`src/hdl/lmmcs_pkg.sv`:
```
// Shared types and constants of the luma min/max contrast stretch block.
package lmmcs_pkg;

	// Pixel channel width and channel count
	localparam int unsigned PIX_W = 8;
	localparam int unsigned CH_N = 3;

	// Luma accumulator: (19595 + 38470 + 7471) * 255 < 2**24
	localparam int unsigned COEF_W = 16;
	localparam int unsigned ACC_W = 24;

	// Channel select codes for the luma multiply-accumulate
	localparam logic [1:0] SEL_RED = 2'd0;
	localparam logic [1:0] SEL_GREEN = 2'd1;
	localparam logic [1:0] SEL_BLUE = 2'd2;

	// Luma weights, 16-bit fixed point
	localparam logic [COEF_W-1:0] COEF_RED = 16'd19595;
	localparam logic [COEF_W-1:0] COEF_GREEN = 16'd38470;
	localparam logic [COEF_W-1:0] COEF_BLUE = 16'd7471;

	// Item modes
	localparam logic MODE_MEASURE = 1'b0;
	localparam logic MODE_APPLY = 1'b1;

	// Sequencer step counter
	localparam int unsigned CNT_W = 3;
	localparam logic [CNT_W-1:0] MAC_LAST = 3'd2;
	localparam logic [CNT_W-1:0] DIV_LAST = 3'd7;

	typedef enum logic [2:0] {
		S_IDLE,
		S_LUMA,
		S_UPDATE,
		S_DIV,
		S_LOAD
	} state_t;

	// Commands from the controller to the datapath
	typedef struct packed {
		logic       capture;
		logic       mac;
		logic [1:0] mac_sel;
		logic       update;
		logic       div_step;
		logic       load_out;
	} cmd_t;

	// Status from the datapath to the controller
	typedef struct packed {
		logic item_mode;
	} stat_t;

endpackage

```
`src/hdl/lmmcs_in_if.sv`:
```
// Input pixel channel of the contrast stretch block.
interface lmmcs_in_if;
	logic                        valid;
	logic                        ready;
	logic                        mode;
	logic                        first;
	logic [lmmcs_pkg::PIX_W-1:0] red_in;
	logic [lmmcs_pkg::PIX_W-1:0] green_in;
	logic [lmmcs_pkg::PIX_W-1:0] blue_in;

	modport source (
		output valid, mode, first, red_in, green_in, blue_in,
		input  ready
	);

	modport sink (
		input  valid, mode, first, red_in, green_in, blue_in,
		output ready
	);
endinterface

```
`src/hdl/lmmcs_out_if.sv`:
```
// Result pixel channel of the contrast stretch block.
interface lmmcs_out_if;
	logic                        valid;
	logic                        ready;
	logic [lmmcs_pkg::PIX_W-1:0] red_out;
	logic [lmmcs_pkg::PIX_W-1:0] green_out;
	logic [lmmcs_pkg::PIX_W-1:0] blue_out;

	modport source (
		output valid, red_out, green_out, blue_out,
		input  ready
	);

	modport sink (
		input  valid, red_out, green_out, blue_out,
		output ready
	);
endinterface

```
`src/hdl/luma_min_max_contrast_stretch.sv`:
```
// Top level of the luma min/max contrast stretch block.
//
//   channel  dir  payload                            when taken
//   in_ch    in   mode, first, red/green/blue_in     valid && ready
//   out_ch   out  red/green/blue_out                 valid && ready
//
// A measure item runs as accept, three multiply-accumulate steps for the luma
// (one channel per step on a single multiplier), one min/max update.
// An apply item runs as accept, eight restoring divider steps (three lanes
// in parallel, one quotient bit each), one load of the output register.
// The output register lets the next item run while a result waits; a new
// result waits in the load step until the previous one is taken.
// Reset (arst_n low) sets min luma to 255, max luma to 0, empties the output.
module luma_min_max_contrast_stretch (
	input logic        clk,
	input logic        arst_n,
	lmmcs_in_if.sink   in_ch,
	lmmcs_out_if.source out_ch
);

	lmmcs_pkg::cmd_t  cmd;
	lmmcs_pkg::stat_t stat;

	lmmcs_ctrl u_ctrl (
		.clk       (clk),
		.arst_n    (arst_n),
		.in_valid  (in_ch.valid),
		.in_ready  (in_ch.ready),
		.out_valid (out_ch.valid),
		.out_ready (out_ch.ready),
		.stat      (stat),
		.cmd       (cmd)
	);

	lmmcs_datapath u_datapath (
		.clk       (clk),
		.arst_n    (arst_n),
		.cmd       (cmd),
		.stat      (stat),
		.mode      (in_ch.mode),
		.first     (in_ch.first),
		.red_in    (in_ch.red_in),
		.green_in  (in_ch.green_in),
		.blue_in   (in_ch.blue_in),
		.red_out   (out_ch.red_out),
		.green_out (out_ch.green_out),
		.blue_out  (out_ch.blue_out)
	);

endmodule

```
`src/hdl/lmmcs_datapath.sv`:
```
// Datapath: luma multiply-accumulate, min/max tracking, three divider lanes, result register.
module lmmcs_datapath (
	input  logic                        clk,
	input  logic                        arst_n,
	input  lmmcs_pkg::cmd_t             cmd,
	output lmmcs_pkg::stat_t            stat,
	input  logic                        mode,
	input  logic                        first,
	input  logic [lmmcs_pkg::PIX_W-1:0] red_in,
	input  logic [lmmcs_pkg::PIX_W-1:0] green_in,
	input  logic [lmmcs_pkg::PIX_W-1:0] blue_in,
	output logic [lmmcs_pkg::PIX_W-1:0] red_out,
	output logic [lmmcs_pkg::PIX_W-1:0] green_out,
	output logic [lmmcs_pkg::PIX_W-1:0] blue_out
);

	localparam int unsigned W = lmmcs_pkg::PIX_W;

	logic [W-1:0]                    chan_in [lmmcs_pkg::CH_N];
	logic [W-1:0]                    pix_q [lmmcs_pkg::CH_N];
	logic                            first_q;
	logic [lmmcs_pkg::ACC_W-1:0]     acc_q;
	logic [lmmcs_pkg::COEF_W-1:0]    coef;
	logic [W-1:0]                    mac_pix;
	logic [lmmcs_pkg::ACC_W-1:0]     prod;
	logic [W-1:0]                    luma;
	logic [W-1:0]                    min_q;
	logic [W-1:0]                    max_q;
	logic [W-1:0]                    span;
	logic                            flat;
	logic                            flat_q;
	logic [W-1:0]                    res_q [lmmcs_pkg::CH_N];

	assign chan_in[0] = red_in;
	assign chan_in[1] = green_in;
	assign chan_in[2] = blue_in;

	assign stat.item_mode = mode;

	// Capture the pixel and its frame mark
	always_ff @(posedge clk) begin
		if (cmd.capture) begin
			for (int i = 0; i < lmmcs_pkg::CH_N; i++) begin
				pix_q[i] <= chan_in[i];
			end
			first_q <= first;
			flat_q <= flat;
		end
	end

	// Select one channel and its weight per step
	always_comb begin
		case (cmd.mac_sel)
			lmmcs_pkg::SEL_RED: begin
				coef = lmmcs_pkg::COEF_RED;
				mac_pix = pix_q[0];
			end
			lmmcs_pkg::SEL_GREEN: begin
				coef = lmmcs_pkg::COEF_GREEN;
				mac_pix = pix_q[1];
			end
			lmmcs_pkg::SEL_BLUE: begin
				coef = lmmcs_pkg::COEF_BLUE;
				mac_pix = pix_q[2];
			end
			default: begin
				coef = '0;
				mac_pix = '0;
			end
		endcase
	end

	assign prod = {{(lmmcs_pkg::ACC_W - lmmcs_pkg::COEF_W){1'b0}}, coef}
		* {{(lmmcs_pkg::ACC_W - W){1'b0}}, mac_pix};

	// Accumulate the weighted channels
	always_ff @(posedge clk) begin
		if (cmd.capture) begin
			acc_q <= '0;
		end else if (cmd.mac) begin
			acc_q <= acc_q + prod;
		end
	end

	assign luma = acc_q[lmmcs_pkg::ACC_W-1 -: W];

	// Track frame minimum and maximum luma
	always_ff @(posedge clk or negedge arst_n) begin
		if (!arst_n) begin
			min_q <= '1;
			max_q <= '0;
		end else if (cmd.update) begin
			if (first_q) begin
				min_q <= luma;
				max_q <= luma;
			end else begin
				if (luma < min_q) begin
					min_q <= luma;
				end
				if (luma > max_q) begin
					max_q <= luma;
				end
			end
		end
	end

	assign flat = (max_q <= min_q);
	assign span = max_q - min_q;

	// One restoring divider lane per channel
	for (genvar g = 0; g < lmmcs_pkg::CH_N; g++) begin : g_lane
		logic [W:0]     diff_x;
		logic [W-1:0]   diff;
		logic [2*W-1:0] num;
		logic [W:0]     trial;
		logic [W:0]     sub;
		logic           ge;
		logic [W-1:0]   rem_q;
		logic [W-1:0]   lo_q;
		logic [W-1:0]   quo_q;
		logic [W-1:0]   diff_q;
		logic           neg_q;
		logic           sat_q;
		logic [W-1:0]   result;

		// Numerator (c - min) * 255 as a shift and subtract
		assign diff_x = {1'b0, chan_in[g]} - {1'b0, min_q};
		assign diff = diff_x[W-1:0];
		assign num = {diff, {W{1'b0}}} - {{W{1'b0}}, diff};

		assign trial = {rem_q, lo_q[W-1]};
		assign ge = (trial >= {1'b0, span});
		assign sub = trial - {1'b0, span};

		// Load the upper numerator half, then shift in one bit a step
		always_ff @(posedge clk) begin
			if (cmd.capture) begin
				rem_q <= num[2*W-1:W];
				lo_q <= num[W-1:0];
				quo_q <= '0;
				diff_q <= diff;
				neg_q <= diff_x[W];
				sat_q <= (num[2*W-1:W] >= span);
			end else if (cmd.div_step) begin
				rem_q <= ge ? sub[W-1:0] : trial[W-1:0];
				lo_q <= {lo_q[W-2:0], 1'b0};
				quo_q <= {quo_q[W-2:0], ge};
			end
		end

		// Clamp below, pass the offset c - min through on a flat range, saturate on overflow
		always_comb begin
			if (neg_q) begin
				result = '0;
			end else if (flat_q) begin
				result = diff_q;
			end else if (sat_q) begin
				result = '1;
			end else begin
				result = quo_q;
			end
		end

		// Hold the finished result for the output side
		always_ff @(posedge clk) begin
			if (cmd.load_out) begin
				res_q[g] <= result;
			end
		end
	end

	assign red_out = res_q[0];
	assign green_out = res_q[1];
	assign blue_out = res_q[2];

endmodule

```
`src/hdl/lmmcs_ctrl.sv`:
```
// Controller: sequences luma accumulation, min/max update, division steps and result hand-off.
module lmmcs_ctrl (
	input  logic             clk,
	input  logic             arst_n,
	input  logic             in_valid,
	output logic             in_ready,
	output logic             out_valid,
	input  logic             out_ready,
	input  lmmcs_pkg::stat_t stat,
	output lmmcs_pkg::cmd_t  cmd
);

	lmmcs_pkg::state_t               state_q;
	lmmcs_pkg::state_t               state_d;
	logic [lmmcs_pkg::CNT_W-1:0]     cnt_q;
	logic                            out_valid_q;
	logic                            slot_free;

	assign slot_free = !out_valid_q || out_ready;

	// Next state
	always_comb begin
		state_d = state_q;
		case (state_q)
			lmmcs_pkg::S_IDLE: begin
				if (in_valid) begin
					state_d = (stat.item_mode == lmmcs_pkg::MODE_APPLY)
						? lmmcs_pkg::S_DIV : lmmcs_pkg::S_LUMA;
				end
			end
			lmmcs_pkg::S_LUMA: begin
				if (cnt_q == lmmcs_pkg::MAC_LAST) begin
					state_d = lmmcs_pkg::S_UPDATE;
				end
			end
			lmmcs_pkg::S_UPDATE: begin
				state_d = lmmcs_pkg::S_IDLE;
			end
			lmmcs_pkg::S_DIV: begin
				if (cnt_q == lmmcs_pkg::DIV_LAST) begin
					state_d = lmmcs_pkg::S_LOAD;
				end
			end
			lmmcs_pkg::S_LOAD: begin
				if (slot_free) begin
					state_d = lmmcs_pkg::S_IDLE;
				end
			end
			default: begin
				state_d = lmmcs_pkg::S_IDLE;
			end
		endcase
	end

	// Outputs and datapath commands
	always_comb begin
		cmd = '0;
		in_ready = 1'b0;
		case (state_q)
			lmmcs_pkg::S_IDLE: begin
				in_ready = 1'b1;
				cmd.capture = in_valid;
			end
			lmmcs_pkg::S_LUMA: begin
				cmd.mac = 1'b1;
				cmd.mac_sel = cnt_q[1:0];
			end
			lmmcs_pkg::S_UPDATE: begin
				cmd.update = 1'b1;
			end
			lmmcs_pkg::S_DIV: begin
				cmd.div_step = 1'b1;
			end
			lmmcs_pkg::S_LOAD: begin
				cmd.load_out = slot_free;
			end
			default: begin
				cmd = '0;
			end
		endcase
	end

	// Advance state; restart the step count on every state change
	always_ff @(posedge clk or negedge arst_n) begin
		if (!arst_n) begin
			state_q <= lmmcs_pkg::S_IDLE;
			cnt_q <= '0;
		end else begin
			state_q <= state_d;
			cnt_q <= (state_d != state_q) ? '0 : cnt_q + 1'b1;
		end
	end

	// Output register valid: set on load, drop when taken
	always_ff @(posedge clk or negedge arst_n) begin
		if (!arst_n) begin
			out_valid_q <= 1'b0;
		end else if (cmd.load_out) begin
			out_valid_q <= 1'b1;
		end else if (out_ready) begin
			out_valid_q <= 1'b0;
		end
	end

	assign out_valid = out_valid_q;

`ifndef NO_ASSERTIONS
	a_rise_after_load: assert property (@(posedge clk) disable iff (!arst_n)
		$rose(out_valid_q) |-> $past(state_q == lmmcs_pkg::S_LOAD))
		else $error("result valid rose without a load step");

	a_load_waits: assert property (@(posedge clk) disable iff (!arst_n)
		(state_q == lmmcs_pkg::S_LOAD && out_valid_q && !out_ready)
		|=> (state_q == lmmcs_pkg::S_LOAD && out_valid_q))
		else $error("result overwritten while the previous item waits");

	a_apply_divides: assert property (@(posedge clk) disable iff (!arst_n)
		(in_valid && in_ready && stat.item_mode == lmmcs_pkg::MODE_APPLY)
		|=> (state_q == lmmcs_pkg::S_DIV && cnt_q == '0))
		else $error("apply item did not start division");

	a_measure_no_result: assert property (@(posedge clk) disable iff (!arst_n)
		(in_valid && in_ready && stat.item_mode == lmmcs_pkg::MODE_MEASURE)
		|=> (state_q == lmmcs_pkg::S_LUMA && !cmd.load_out))
		else $error("measure item did not start luma accumulation");

	a_div_length: assert property (@(posedge clk) disable iff (!arst_n)
		(state_q == lmmcs_pkg::S_DIV && cnt_q == lmmcs_pkg::DIV_LAST)
		|=> state_q == lmmcs_pkg::S_LOAD)
		else $error("division did not finish after eight steps");
`endif

endmodule
```
`src/flat_wrapper.sv`:
```
// flat-port wrapper written by rule: the top's interface ports become plain ports
module luma_min_max_contrast_stretch_flat 
  (clk, arst_n, in_ch_valid, in_ch_mode, in_ch_first, in_ch_red_in, in_ch_green_in, in_ch_blue_in, in_ch_ready, out_ch_valid, out_ch_red_out, out_ch_green_out, out_ch_blue_out, out_ch_ready);
  lmmcs_in_if in_ch_i ();
  lmmcs_out_if out_ch_i ();
  input logic clk;
  input logic arst_n;
  input wire logic [$bits(in_ch_i.valid)-1:0] in_ch_valid;
  input wire logic [$bits(in_ch_i.mode)-1:0] in_ch_mode;
  input wire logic [$bits(in_ch_i.first)-1:0] in_ch_first;
  input wire logic [$bits(in_ch_i.red_in)-1:0] in_ch_red_in;
  input wire logic [$bits(in_ch_i.green_in)-1:0] in_ch_green_in;
  input wire logic [$bits(in_ch_i.blue_in)-1:0] in_ch_blue_in;
  output wire logic [$bits(in_ch_i.ready)-1:0] in_ch_ready;
  output wire logic [$bits(out_ch_i.valid)-1:0] out_ch_valid;
  output wire logic [$bits(out_ch_i.red_out)-1:0] out_ch_red_out;
  output wire logic [$bits(out_ch_i.green_out)-1:0] out_ch_green_out;
  output wire logic [$bits(out_ch_i.blue_out)-1:0] out_ch_blue_out;
  input wire logic [$bits(out_ch_i.ready)-1:0] out_ch_ready;
  assign in_ch_i.valid = in_ch_valid;
  assign in_ch_i.mode = in_ch_mode;
  assign in_ch_i.first = in_ch_first;
  assign in_ch_i.red_in = in_ch_red_in;
  assign in_ch_i.green_in = in_ch_green_in;
  assign in_ch_i.blue_in = in_ch_blue_in;
  assign in_ch_ready = in_ch_i.ready;
  assign out_ch_valid = out_ch_i.valid;
  assign out_ch_red_out = out_ch_i.red_out;
  assign out_ch_green_out = out_ch_i.green_out;
  assign out_ch_blue_out = out_ch_i.blue_out;
  assign out_ch_i.ready = out_ch_ready;
  luma_min_max_contrast_stretch u_core (.clk(clk), .arst_n(arst_n), .in_ch(in_ch_i), .out_ch(out_ch_i));
endmodule
```
`config.mk`:
```
export PLATFORM = sky130hd
export DESIGN_NAME = luma_min_max_contrast_stretch_flat
export DESIGN_NICKNAME = d
export VERILOG_FILES = /design/src/hdl/lmmcs_pkg.sv /design/src/hdl/lmmcs_in_if.sv /design/src/hdl/lmmcs_out_if.sv /design/src/hdl/luma_min_max_contrast_stretch.sv /design/src/hdl/lmmcs_datapath.sv /design/src/hdl/lmmcs_ctrl.sv /design/src/flat_wrapper.sv
export SDC_FILE = /design/constraint.sdc
export NUM_CORES = 1
export LEC_CHECK = 0
export ABC_CLOCK_PERIOD_IN_PS = 15000
export BUFFER_PORTS_ARGS = -buffer_cell sky130_fd_sc_hd__buf_2
export CORE_MARGIN = 4
export CORE_UTILIZATION = 30
export DETAILED_ROUTE_END_ITERATION = 16
export GPL_ROUTABILITY_DRIVEN = 1
export PLACE_DENSITY_LB_ADDON = 0.12
export SLEW_MARGIN = 5
export SYNTH_ARGS = -nofsm -noshare
export SYNTH_HDL_FRONTEND = slang
export SYNTH_SLANG_ARGS = --single-unit
export TNS_END_PERCENT = 5
```
`constraint.sdc`:
```
create_clock -name clk -period 15 [get_ports clk]
set_input_delay 1.5 -clock clk [delete_from_list [all_inputs] [get_ports clk]]
set_output_delay 1.5 -clock clk [all_outputs]
set_load 0.05 [all_outputs]
```
==> out/metrics.cfg <==
[critical_path]
crit_fanout = 26
rr_startpoint = u_core.u_ctrl.state_q[1]$_DFF_PN0_
startpoint_type = register
worst-path-buf-inv = 7
reg2reg_to = u_core.u_datapath.acc_q[20]$_SDFFE_PP0N_
cpMaxStageDelayCell = ha_1
cp-end-kind = register
ff2ff_path_depth = 25
cp.arrival_ns = 7.83
required_ns = 15.37
r2r_slack_ns = 7.54
slowest_delay_ns = 0.62
crit_path_frequent_cell = inv_1
setup.worst_path.class = reg2reg
path_delay_family = adder cells

[sta]
timing.hold.ws_ns = 0.460
period_share_pct = 49.8
hold_violations = 0
layout_min_cycle_time_ns = 7.46
slew_headroom_pct = 23.6
worst_slew_pin_slew_ns = 1.15
fin_setup_tns_ns = 0
finClkSkew_ns = 0.0243
rsz0062_at_grt = no
max_clock_freq_ghz = 0.134
finalSetupViolCount = 0
slew_violations = 0

[synthesis]
synth_top_flop_cell = edfxtp_1
synth.cell_area_mm2 = 0.0158
syn_inst = 1635
yosysSeqAreaShare_pct = 34.1
synth_edf_count = 128
synth_cell_types = 80
ys_warn_count = 0
async_reset_ff_share_pct = 11.6
syn_area_per_cell_um2 = 9.66
synthesis.nets = 1925
ys_ff_latch = 199

[placed_design]
dp_hpwl_um = 35200
dp_cells = 2338
gp_congestion = 0.824
io_buffers = 55

[cts]
tritoncts = built
path_clk_slew_ns = 0.08
post_cts_resized = 0
worst_skew_pair.late_latency_ns = 0.50
post_cts_buffers = 0
clock-root-buffer = clkbuf_16
hold_buffers = 0
cts_buffer_depth = 2
htreeDepth = 4
cts_sinks = 199
cts_buffers = 17

[detailed_routing]
drtIter0Drc = 628
post-route-drc-count = 0
via_count = 11500
viasPerCell = 4.87
wl_per_cell_um = 18.8
drt-pass1-iter-count = 7
drt_wl_total_um = 44600
antenna_left = 0

[floorplan]
die_h_um = 237
rows = 83
fp.dieArea_mm2 = 0.0564
coreArea_mm2 = 0.0517
io_pins = 56
initial_core_util_pct = 30.5
die_w_um = 237

[run_status]
status = finished clean

[global_route]
grt_pass1_wl_um = 69000
grtUsageTotal_pct = 16.1
grt_pass1_vias = 11400
grt_max_degree = 66
antenna_found_initial = 1
gr-total-overflow = 0

[final_layout]
area_growth_pct = 10.4
nets = 1967
drive_above_1_share_pct = 9.59
fin_cells = 2371
fin_util_pct = 33.7
fillers = 5369

[hold_path]
hold_class = reg2reg
hold_depth = 2
min-delay-start = u_core.u_datapath.acc_q[6]$_SDFFE_PP0N_
whs_endpoint = u_core.u_datapath.acc_q[6]$_SDFFE_PP0N_

[flow_run]
drv_cap = 0

==> flip-flops by register name, summed over array words and instances, names as in the netlist, 8 cells and up <==
register / cells
u_core.u_datapath.acc_q: 24
u_core.u_datapath.g_lane.diff_q: 24
u_core.u_datapath.g_lane.lo_q: 24
u_core.u_datapath.g_lane.quo_q: 24
u_core.u_datapath.g_lane.rem_q: 24
u_core.u_datapath.max_q: 8
u_core.u_datapath.min_q: 8
u_core.u_datapath.pix_q: 24
u_core.u_datapath.res_q: 24
==> logic make-up (layout without fill, tap and decap cells) <==
group	count (synthesis)	in the layout	share of synthesized area, %
and+or+nand+nor	469	469	13.9
AOI/OAI and AO/OA	341	341	14.3
buffers and inverters	273	328	6.63
adders and majority gates	260	260	25.2
DFF	199	199	34.1
xor gates and xnor gates	58	58	3.48
muxes	35	35	2.35
other	0	1	0
==> layer usage <==
layer	share of wire (%)	GRT usage (%)	up-vias
met3	5.0	3.49	26
met5	0	0	-
met2	43	24.0	205
li1	-	-	5706
met4	1.4	3.96	0
met1	50	23.9	5605
==> area by class of cell <==
cell class / instances / area [µm²] / share of cell area, %
diodes: 1 / 2.50 / 0.0144
clock buffers: 19 / 443 / 2.54
clock inverters: 13 / 146 / 0.840
inverters: 226 / 851 / 4.88
multi-input cells: 1163 / 9360 / 53.7
flip-flops and latches: 199 / 5390 / 30.9
well taps: 680 / 851 / 4.88
repair buffers: 70 / 388 / 2.23
==> how the worst max path moves through the flow <==
stage / startpoint / end / cells after the start
global placement: u_core.u_ctrl.state_q[1]$_DFF_PN0_ / u_core.u_datapath.acc_q[20]$_SDFFE_PP0N_ / 25
floorplan: u_core.u_ctrl.state_q[2]$_DFF_PN0_ / u_core.u_datapath.acc_q[22]$_SDFFE_PP0N_ / 25
detailed placement: u_core.u_ctrl.state_q[1]$_DFF_PN0_ / u_core.u_datapath.acc_q[20]$_SDFFE_PP0N_ / 25
global route: u_core.u_ctrl.state_q[1]$_DFF_PN0_ / u_core.u_datapath.acc_q[19]$_SDFFE_PP0N_ / 25
CTS: u_core.u_ctrl.state_q[1]$_DFF_PN0_ / u_core.u_datapath.acc_q[20]$_SDFFE_PP0N_ / 25
finish: u_core.u_ctrl.state_q[1]$_DFF_PN0_ / u_core.u_datapath.acc_q[20]$_SDFFE_PP0N_ / 25
==> worst reg2reg max path: stages (launching register included) <==
cell	delay (ns)
dfrtp_1	0.48
nor2_1	0.22
and2_1	0.16
buf_4	0.30
nand2_1	0.21
inv_1	0.26
ha_1	0.62
a222oi_1	0.19
nor2_1	0.38
inv_1	0.14
nor2_1	0.29
inv_1	0.11
fa_1	0.54
fa_1	0.53
inv_1	0.05
fa_1	0.48
inv_1	0.06
fa_1	0.52
inv_1	0.04
ha_1	0.37
nand3_1	0.17
a311o_1	0.40
a21oi_1	0.36
a31oi_1	0.18
xor2_1	0.20
o21ai_0	0.09
==> cell usage after synthesis (all sizes together), types with 6 or more instances <==
library cell	instances	area, µm²
nand3	15	75.1
ha	164	2050
o21ai	81	409
o22ai	6	43.8
dfstp	8	210
nand4	13	81.3
and2	31	194
inv	226	848
nor3b	7	57.6
dfxtp	48	961
nor3	25	125
xnor2	39	383
mux2	16	180
nand2b	20	125
nor2	176	663
a22o	23	201
nand2	127	479
clkbuf	37	159
a211oi	12	110
o211ai	10	80.1
buf	10	38.8
a31oi	6	37.5
dfrtp	15	375
o21a	23	173
o31ai	13	97.6
o21bai	7	52.6
nor2b	20	125
edfxtp	128	3840
fa	96	1920
a21oi	97	485
or2	8	50.1
xor2	19	166
a222oi	8	80.1
mux2i	19	190
a21o	22	165
==> metrics by stage <==
stage / instance area (µm²) / worst slack (ns)
finish: 17400 / 7.54
detailed placement: 16800 / 7.58
CTS: 17400 / 7.56
global route: 17400 / 6.90
global placement: 16800 / 7.68
floorplan: 15800 / 8.57
==> cell usage in the layout, fill, tap and decap left out, types with 9 or more instances in the layout <==
cell type and instances:
a21o_1 22, a21oi_1 97, a22o_1 23, and2_1 31, buf_2 55, buf_4 15, clkbuf_16 17, dfrtp_1 15
dfxtp_1 48, edfxtp_1 128, fa_1 96, ha_1 164, inv_1 222, mux2_2 16, mux2i_1 19, nand2_1 126
nand2b_1 20, nand3_1 15, nand4_1 13, nor2_1 174, nor2b_1 20, nor3_1 25, o211ai_1 9, o21a_1 23
o21ai_0 72, o31ai_1 13, xnor2_1 35, xor2_1 19
Power is not shown: default switching activity piles up to over one toggle a cycle in this logic, so the estimate is an artifact.
